==> src/rtl/xtea_pkg.sv <==
// XTEA shared types, constants and the round mixing function.
`default_nettype none

package xtea_pkg;

  localparam int unsigned WORD_W    = 32;
  localparam int unsigned KEY_WORDS = 4;
  localparam int unsigned KEY_SEL_W = 2;

  localparam logic [WORD_W-1:0] GOLDEN_STEP = 32'h9E37_79B9;

  localparam int unsigned MIX_SHL = 4;
  localparam int unsigned MIX_SHR = 5;
  localparam int unsigned SUM_KEY_SHIFT = 11;

  typedef enum logic {
    ACT_ENCRYPT = 1'b0,
    ACT_DECRYPT = 1'b1
  } action_t;

  typedef logic [KEY_WORDS-1:0][WORD_W-1:0] key_t;

  // one block in flight through the cell row
  typedef struct packed {
    action_t           action;
    logic [WORD_W-1:0] hi;
    logic [WORD_W-1:0] lo;
  } stage_t;

  function automatic logic [WORD_W-1:0] mix_word(input logic [WORD_W-1:0] x);
    return ((x << MIX_SHL) ^ (x >> MIX_SHR)) + x;
  endfunction

endpackage

`default_nettype wire

==> src/rtl/xtea_cell.sv <==
// One XTEA half-round cell: a single registered Feistel half-round step.
`default_nettype none

module xtea_cell #(
  parameter int CYCLE_COUNT = 32,
  parameter int CELL_INDEX  = 0
) (
  input  wire logic             clk,
  input  wire logic             rst,
  input  wire xtea_pkg::key_t   key,
  input  wire logic             valid_in,
  input  wire xtea_pkg::stage_t word_in,
  output logic                  valid_out,
  output xtea_pkg::stage_t      word_out
);

  localparam int ROUND    = CELL_INDEX / 2;
  localparam int PHASE    = CELL_INDEX % 2;
  localparam int ENC_MULT = ROUND + PHASE;
  localparam int DEC_MULT = CYCLE_COUNT - ROUND - PHASE;

  localparam logic [63:0] ENC_PROD = 64'(xtea_pkg::GOLDEN_STEP) * 64'(ENC_MULT);
  localparam logic [63:0] DEC_PROD = 64'(xtea_pkg::GOLDEN_STEP) * 64'(DEC_MULT);
  localparam logic [xtea_pkg::WORD_W-1:0] ENC_SUM = ENC_PROD[xtea_pkg::WORD_W-1:0];
  localparam logic [xtea_pkg::WORD_W-1:0] DEC_SUM = DEC_PROD[xtea_pkg::WORD_W-1:0];

  // first half of an encrypt cycle picks the key by sum[1:0], second by sum[12:11];
  // decryption runs the halves mirrored
  localparam logic [xtea_pkg::KEY_SEL_W-1:0] ENC_SEL = (PHASE == 0) ?
    ENC_SUM[xtea_pkg::KEY_SEL_W-1:0] :
    ENC_SUM[xtea_pkg::SUM_KEY_SHIFT +: xtea_pkg::KEY_SEL_W];
  localparam logic [xtea_pkg::KEY_SEL_W-1:0] DEC_SEL = (PHASE == 0) ?
    DEC_SUM[xtea_pkg::SUM_KEY_SHIFT +: xtea_pkg::KEY_SEL_W] :
    DEC_SUM[xtea_pkg::KEY_SEL_W-1:0];
  localparam logic HI_ON_ENC = (PHASE == 0);

  logic                         decrypt;
  logic                         upd_hi;
  logic [xtea_pkg::WORD_W-1:0]  src;
  logic [xtea_pkg::WORD_W-1:0]  dst;
  logic [xtea_pkg::WORD_W-1:0]  salt;
  logic [xtea_pkg::WORD_W-1:0]  f_val;
  logic [xtea_pkg::WORD_W-1:0]  res;
  xtea_pkg::stage_t             word_next;

  always_comb begin
    decrypt = (word_in.action == xtea_pkg::ACT_DECRYPT);
    upd_hi  = decrypt ? !HI_ON_ENC : HI_ON_ENC;
    src     = upd_hi ? word_in.lo : word_in.hi;
    dst     = upd_hi ? word_in.hi : word_in.lo;
    salt    = decrypt ? (DEC_SUM + key[DEC_SEL]) : (ENC_SUM + key[ENC_SEL]);
    f_val   = xtea_pkg::mix_word(src) ^ salt;
    res     = decrypt ? (dst - f_val) : (dst + f_val);
    word_next        = word_in;
    word_next.hi     = upd_hi ? res : word_in.hi;
    word_next.lo     = upd_hi ? word_in.lo : res;
  end

  always_ff @(posedge clk) begin
    if (rst) begin
      valid_out <= 1'b0;
    end else begin
      valid_out <= valid_in;
    end
  end

  always_ff @(posedge clk) begin
    word_out <= word_next;
  end

endmodule

`default_nettype wire

==> config.mk <==
export PLATFORM = sky130hd
export DESIGN_NAME = xtea_cell
export DESIGN_NICKNAME = d
export VERILOG_FILES = /design/src/rtl/xtea_pkg.sv /design/src/rtl/xtea_cell.sv
export SDC_FILE = /design/constraint.sdc
export NUM_CORES = 1
export LEC_CHECK = 0
export ABC_AREA = 1
export BUFFER_PORTS_ARGS = -buffer_cell sky130_fd_sc_hd__clkbuf_2
export CAP_MARGIN = 40
export CORE_MARGIN = 8
export CORE_UTILIZATION = 40
export CTS_CLUSTER_DIAMETER = 50
export CTS_CLUSTER_SIZE = 28
export DETAILED_ROUTE_END_ITERATION = 6
export PLACE_DENSITY = 0.75
export SETUP_SLACK_MARGIN = 0.4
export SLEW_MARGIN = 0
export SYNTH_ARGS = -nofsm -noshare
export SYNTH_HDL_FRONTEND = slang
export SYNTH_SLANG_ARGS = --single-unit
==> constraint.sdc <==
create_clock -name clk -period 7.3 [get_ports clk]
set_clock_uncertainty 0.15 [all_clocks]
set_input_delay 0.73 -clock clk [delete_from_list [all_inputs] [get_ports clk]]
set_output_delay 0.73 -clock clk [all_outputs]
set_load 0.05 [all_outputs]
======== Word level (Yosys, flattened, before mapping) ========
Cells that the tools add are included.
storage, ports and cells
  bits in registers ....................... 66
  input port bits ......................... 196
  output and inout port bits .............. 66
  word-level logic and storage cells ...... 16
operators by class
  add/sub/neg operators ................... 4
  mux-type cells .......................... 6
  bitwise operators ....................... 2
operators by type and width
  cell                    number
  $mux 32                 6
  $add 32x32->32          2
  $add 32x32->32 const A  1
  $sub 32x32->32          1
  $xor 32x27->32          1
  $xor 32x32->32          1

======== Logic depth before layout (Yosys ltp) ========
Gate-level depths: netlist of the first run.
  depth in word-level cells ............... 7
  mapped depth ............................ 43
  gate-level depth less buffers ........... 37

======== Worst setup path before layout of the first run ========
No wires, ideal clock.
  path kind ............................... input to register
  from .................................... input port word_in[64] (netlist bit)
  to ...................................... register word_out[28] (netlist bit)
  setup time .............................. 0.129 ns
  arrival time ............................ 5.869 ns
  required time ........................... 7.021 ns
  setup slack ............................. 1.153 ns
  stages on the path ...................... 33
  cells stage by stage .................... buf_6 buf_6 buf_2 buf_2 buf_2 buf_2 buf_1 nand2_1 nand2_1 ha_1 fa_1 xnor2_4 ha_1 nand3_1 nor2_1 nand4_1 nor2_1 nand3_1 nor3_4 nand3_2 o21ai_1 xor2_1 ha_1 nand2_1 nor3_1 nand3_1 nand3_1 nand3_1 nand2_1 a31oi_1 or2_2 nand3_1 o21ai_0
RTL lines
  element               line             source
  start, declared       xtea_cell.sv:12  input wire xtea_pkg::stage_t word_in,
  end signal, assigned  xtea_cell.sv:68  word_out <= word_next;
  end, declared         xtea_cell.sv:14  output xtea_pkg::stage_t word_out

==> results of run 1 <==
## critical path, stage by stage
cell and delay [ps]:
buf_4 250, buf_4 520, nand2_1 130, nand2_1 160, ha_1 240, fa_1 510
xnor2_4 220, ha_1 200, nand3_1 100, nor2_1 170, nand4_1 130, nor2_1 170
nand3_1 200, nor3_4 240, nand3_2 130, o21ai_1 200, xor2_1 90, ha_1 390
nand2_1 130, nor3_1 270, nand3_1 110, nand3_1 140, nand3_1 90, nand2_1 130
a21oi_1 90, or2_2 290, nand3_1 70, o21ai_0 90
## final timing paths
check,from,end,slack (ps),cells past startpoint
min,rst,valid_out,410,2
max,word_in[64],word_out[30],1120,28
## metrics by stage
stage / hold slack, ps / instance area (µm²) / std cells
2_1_floorplan: 608 / 9150 / 1621
3_3_place_gp: 744 / 10400 / 2074
3_5_place_dp: 742 / 10400 / 2074
4_1_cts: 400 / 10700 / 2089
5_1_grt: 401 / 10700 / 2089
6_report: 409 / 10700 / 2089
## layout make-up
cell class,count,share of cell area [%]
multi-input combinational,1341,65.5
tap,285,3.34
timing repair buffer,203,9.67
sequential,66,12.4
clock inverter,4,0.480
inverter,179,6.31
clock buffer,11,2.37
## registers in the layout, indices dropped and copies added (netlist names)
name / cells
valid_out: 1
word_out: 65
## Yosys cell counts (all sizes together) (3+ instances only)
cell,number
a21oi,72
o221ai,3
o21ai,114
nor4,4
a21o,4
a21boi,7
buf,19
clkbuf,16
or2,17
xnor2,20
dfxtp,66
ha,65
a31oi,9
nand2,614
o211ai,4
nor2,125
inv,179
nand3b,16
nor3,16
o21a,5
nand3,143
nand4,28
xor2,65
## cells by family (layout without fill, tap and decap cells)
| kind of cell | Yosys count | in the layout | synth area share (%) |
|---|---|---|---|
| buffers and inverters | 214 | 397 | 9.15 |
| AOI/OAI and AO/OA | 222 | 222 | 13.1 |
| DFF | 66 | 66 | 14.4 |
| muxes | 1 | 1 | 0.109 |
| and+or+nand+nor | 966 | 966 | 45.5 |
| xor gates and xnor gates | 85 | 85 | 8.42 |
| adders and majority gates | 67 | 67 | 9.32 |
## routing by layer
| metal | wire [µm] | share of wire, % |
|---|---|---|
| met1 | 14500 | 47 |
| met2 | 13500 | 44 |
| met3 | 2350 | 7.6 |
| met4 | 555 | 1.8 |
| met5 | 0 | 0 |
## where the power goes
part	internal, µW	total [µW]	leakage (µW)	switching, µW
clock network	281	431	0.000148	150
logic	700	2430	0.00529	1730
registers	521	563	0.000556	41.2
total	1500	3420	0.00599	1920
==> run_results.csv, run 1 <==
group,metric,value,unit
global_route,grt.overflow.total,0,
power,peakVddDrop,184,µV
power,p_per_area,320,nW/µm²
routing,wl_per_cell,14.8,µm
clocking,post_cts_resize_count,0,
layout,fillerInstances,2457,
floorplanning,rows,55,
timing,worst_slack,1120,ps
routing,drt-total-wl,30900,µm
global_route,grt_busiest_layer,"met2",
layout,fin_nets,2063,
routing,drc_errors,0,
timing,worstMarginPinSlew,912,ps
clocking,cts_hold_buf,0,
layout,diodes,0,
clocking,clkTransAtPathRegs,50,ps
layout,drive_above_1_share,15.2,%
global_route,antenna_found_initial,0,
outcome,status,"completed",
synthesis,synth_top_area_cell,"nand2_1",
synthesis,synth_top_area_share,24.6,%
run,cap_violations,0,
timing,rsz0062_at_grt,"no",
synthesis,synthFlopType,"dfxtp_1",
place,pre_cts_ws,828,ps
global_route,grt_pass1_wl,48800,µm
routing,via_per_inst,5.15,
worst_setup_path,critPathMaxFanout,57,
layout,final_cell_mix,"nand2_1, clkbuf_2, inv_1, nand3_1, nor2_1",
timing,final.period_utilization,84.7,%
floorplanning,die-width,167,µm
layout,synthToLayoutAreaGrowth,16.7,%
timing,finalSetupTns,0,ps
synthesis,synthCells,1621,
worst_setup_path,worstPathRequired,7340,ps
place,hpwlAfterDp,26500,µm
clocking,htree_levels,3,
floorplanning,die_y,167,µm
layout,final_common_cell,"nand2_1",
worst_setup_path,arrival,6220,ps
timing,fmax,162,MHz
layout,fin_util,47.3,%
worst_setup_path,worst_setup_path_start_kind,"input port",
global_route,met2_usage,34.3,%
clocking,cts_made_buffers,9,
power,fin_total_pwr,3420,µW
min_path,min_path_type,"input port to flop",
floorplanning,die-area,28000,µm²
timing,drv_slew,0,
timing,min_period,6180,ps
synthesis,ys_seq_area_share,14.4,%
worst_setup_path,crit_type,"input port to flop",
place,gp_congestion,0.922,
synthesis,synthesis.area,9150,µm²
synthesis,synth_nets,1884,
floorplanning,initial_core_util,40.5,%
global_route,grt_max_degree,58,
synthesis,ys_ff_latch,66,
synthesis,async_reset_ff_share,0,%
place,port_buffers,197,
global_route,grt_use_met1,28.1,%
clocking,cts.sinks,66,
routing,antenna_left,0,
timing,setup_viol,0,
timing,relSlewSlack,38.6,%
synthesis,synth_area_leaders,"nand2_1, dfxtp_1, ha_1",
clocking,max-clock-path-buffers,2,
routing,dr_total_vias,10800,
global_route,met3_usage,3.64,%
layout,regArea,1320,µm²
floorplanning,core_region_area,22600,µm²
layout,multi_input_area,6990,µm²
worst_setup_path,end_kind,"flop",
synthesis,synth_edf_count,0,
synthesis,yosys_warnings,0,
synthesis,synth_cell_types,50,
timing,hold_viol_final,0,
clocking,cts_tree,"yes",
global_route,grt_pass1_vias,10100,
routing,drt-initial-drc-count,776,
clocking,root_buffer,"clkbuf_16",
synthesis,avgSynthCellArea,5.65,µm²
routing,dr.pass1.iters,6,
clocking,postCtsSetupBuffers,0,
power,total_leakage_power,0.00599,µW
floorplanning,ios,262,
global_route,grtUsageTotal,21.0,%
Power figures use the tool's default switching activity.
==> run 2: changes to the inputs <==
- PLACE_DENSITY: 0.75 -> 0.78
- clock period: 7.3 -> 5.2 ns (I/O delays scaled with it)
==> run 2 against run 1 <==
Against the previous run:
- first-iteration DRC count increased by 21%
- clock power increased by 44%
- worst hold slack got worse by 220 ps
- power increased by 80%
- via count increased by 15%
- design area increased by 30%
- sequential cell count unchanged
- critical path depth decreased by 1
- wire length increased by 18%
- clock-buffer cell count decreased by 1
- cell count increased by 13%
- core utilization increased by 14 points
==> run_results.csv, run 2 (synthesis gave the netlist of run 1 again) <==
group,metric,value,unit
timing,drv_slew,0,
global_route,antenna_found_initial,0,
min_path,hold_depth,2,
layout,top_register,"word_out",
power,p_per_area,444,nW/µm²
clocking,htree_levels,3,
clocking,cts_made_buffers,9,
worst_setup_path,end_kind,"flop",
layout,final_common_cell,"nand2_1",
clocking,cts_tree,"yes",
routing,drc_errors,0,
floorplanning,die_y,167,µm
routing,antenna_left,0,
global_route,grtUsageTotal,23.2,%
place,gp_congestion,0.929,
worst_setup_path,critPathMaxFanout,5,
floorplanning,rows,55,
min_path,hp-start,"rst",
layout,fin_nets,2334,
floorplanning,core_region_area,22600,µm²
clocking,max-clock-path-buffers,2,
layout,drive_above_1_share,35.8,%
place,port_buffers,197,
worst_setup_path,worst_setup_path_start_kind,"input port",
routing,drt-initial-drc-count,942,
routing,wl_per_cell,15.5,µm
floorplanning,die-width,167,µm
routing,drt-total-wl,36600,µm
timing,fin_hold_ws,190,ps
routing,dr_total_vias,12400,
timing,finalSetupTns,0,ps
timing,rsz0062_at_grt,"yes",
timing,worstMarginPinSlew,648,ps
layout,synthToLayoutAreaGrowth,51.5,%
clocking,root_buffer,"clkbuf_16",
floorplanning,die-area,28000,µm²
worst_setup_path,arrival,5130,ps
clocking,clkTransAtPathRegs,60,ps
floorplanning,ios,262,
worst_setup_path,cp-startpoint,"word_in[64]",
timing,worst_slack,151,ps
floorplanning,initial_core_util,40.5,%
routing,dr.pass1.iters,5,
power,peakVddDrop,286,µV
global_route,grt_max_degree,52,
timing,final.period_utilization,97.1,%
timing,hold_viol_final,0,
place,hpwlAfterDp,28200,µm
clocking,cts.sinks,66,
run,cap_violations,0,
timing,fmax,198,MHz
layout,largest_register_ffs,65,
timing,setup_viol,0,
min_path,min_path_type,"input port to flop",
layout,reg.largest.list,"word_out: 65 flops, valid_out: 1 flops",
global_route,grt_pass1_wl,54200,µm
global_route,grt_pass1_vias,11500,
place,pre_cts_ws,-245,ps
worst_setup_path,crit_type,"input port to flop",
timing,relSlewSlack,56.4,%
power,total_leakage_power,0.00754,µW
worst_setup_path,worstPathRequired,5280,ps
routing,via_per_inst,5.24,
layout,final_cell_mix,"nand2_1, buf_4, clkbuf_2, inv_1, nand3_1",
timing,min_period,5050,ps
layout,diodes,0,
global_route,grt.overflow.total,0,
clocking,cts_hold_buf,0,
outcome,status,"completed",
run 2: cell count changes in the layout (fill, tap and decap cells not counted), sizes merged:
cell	previous run	this run
inv	179	180
clkbuf	207	209
buf	7	273
bufbuf	0	1
clkinv	2	4
run 2: power by group:
part           switching (µW)  leakage [µW]  internal (µW)
clock network             237      0.000149            385
logic                    2920       0.00683           1830
registers                53.1      0.000556            731
total                    3210       0.00754           2950
run 2: metal layers:
layer  global-route usage (%)  part of all wire, %
met1                     28.9                   43
met4                     6.72                  2.8
met2                     40.0                   46
met5                        0                    0
met3                     4.58                  8.0
run 2: layout make-up:
cell class	count	area, µm²
repair inverters	1	11.3
repair buffers	473	3230
flip-flops and latches	66	1320
well taps	285	357
multi-input cells	1341	7940
clock inverters	6	65.1
fillers	1961	8710
clock buffers	10	239
inverters	179	698
run 2: final timing paths:
path / end / slack (ps)
hold / removal: valid_out / 190
setup / recovery: word_out[31] / 150
run 2: critical path, cell delays in order:
cell,delay [ps]
buf_16,140
buf_16,150
nand2_4,70
nand2_4,70
ha_4,180
fa_2,370
xnor2_2,200
xor2_2,290
nand3_4,130
nor2_4,130
nand4_1,180
nor2_2,200
nand3_2,130
nor3_4,260
nand3_2,170
o21ai_2,200
nand2_1,80
xor2_1,140
ha_1,320
a21oi_1,140
inv_1,70
a31oi_1,260
o221ai_2,150
a21o_1,220
nand3b_1,190
nand3_1,90
nand2_1,60
run 2: metrics by stage:
stage | total power [µW] | util, % | cells | cell area [µm²]
floorplan | 3460 | - | 1621 | 9330
global placement | 4890 | 54.2 | 2300 | 12200
detailed placement | 4960 | 54.2 | 2300 | 12200
CTS | 5680 | 57.1 | 2330 | 12900
global route | 6560 | 61.4 | 2361 | 13900
finish | 6160 | 61.4 | 2361 | 13900
run 2: timing repair:
| action | in CTS | in global routing |
|---|---|---|
| cloned | 2 | 4 |
| setup endpoints to repair | 20 | 39 |
| buffers inserted | 12 | 27 |
| gates resized for setup | 62 | 183 |
| hold endpoints to repair | 0 | 0 |
| pin swaps | 31 | 81 |
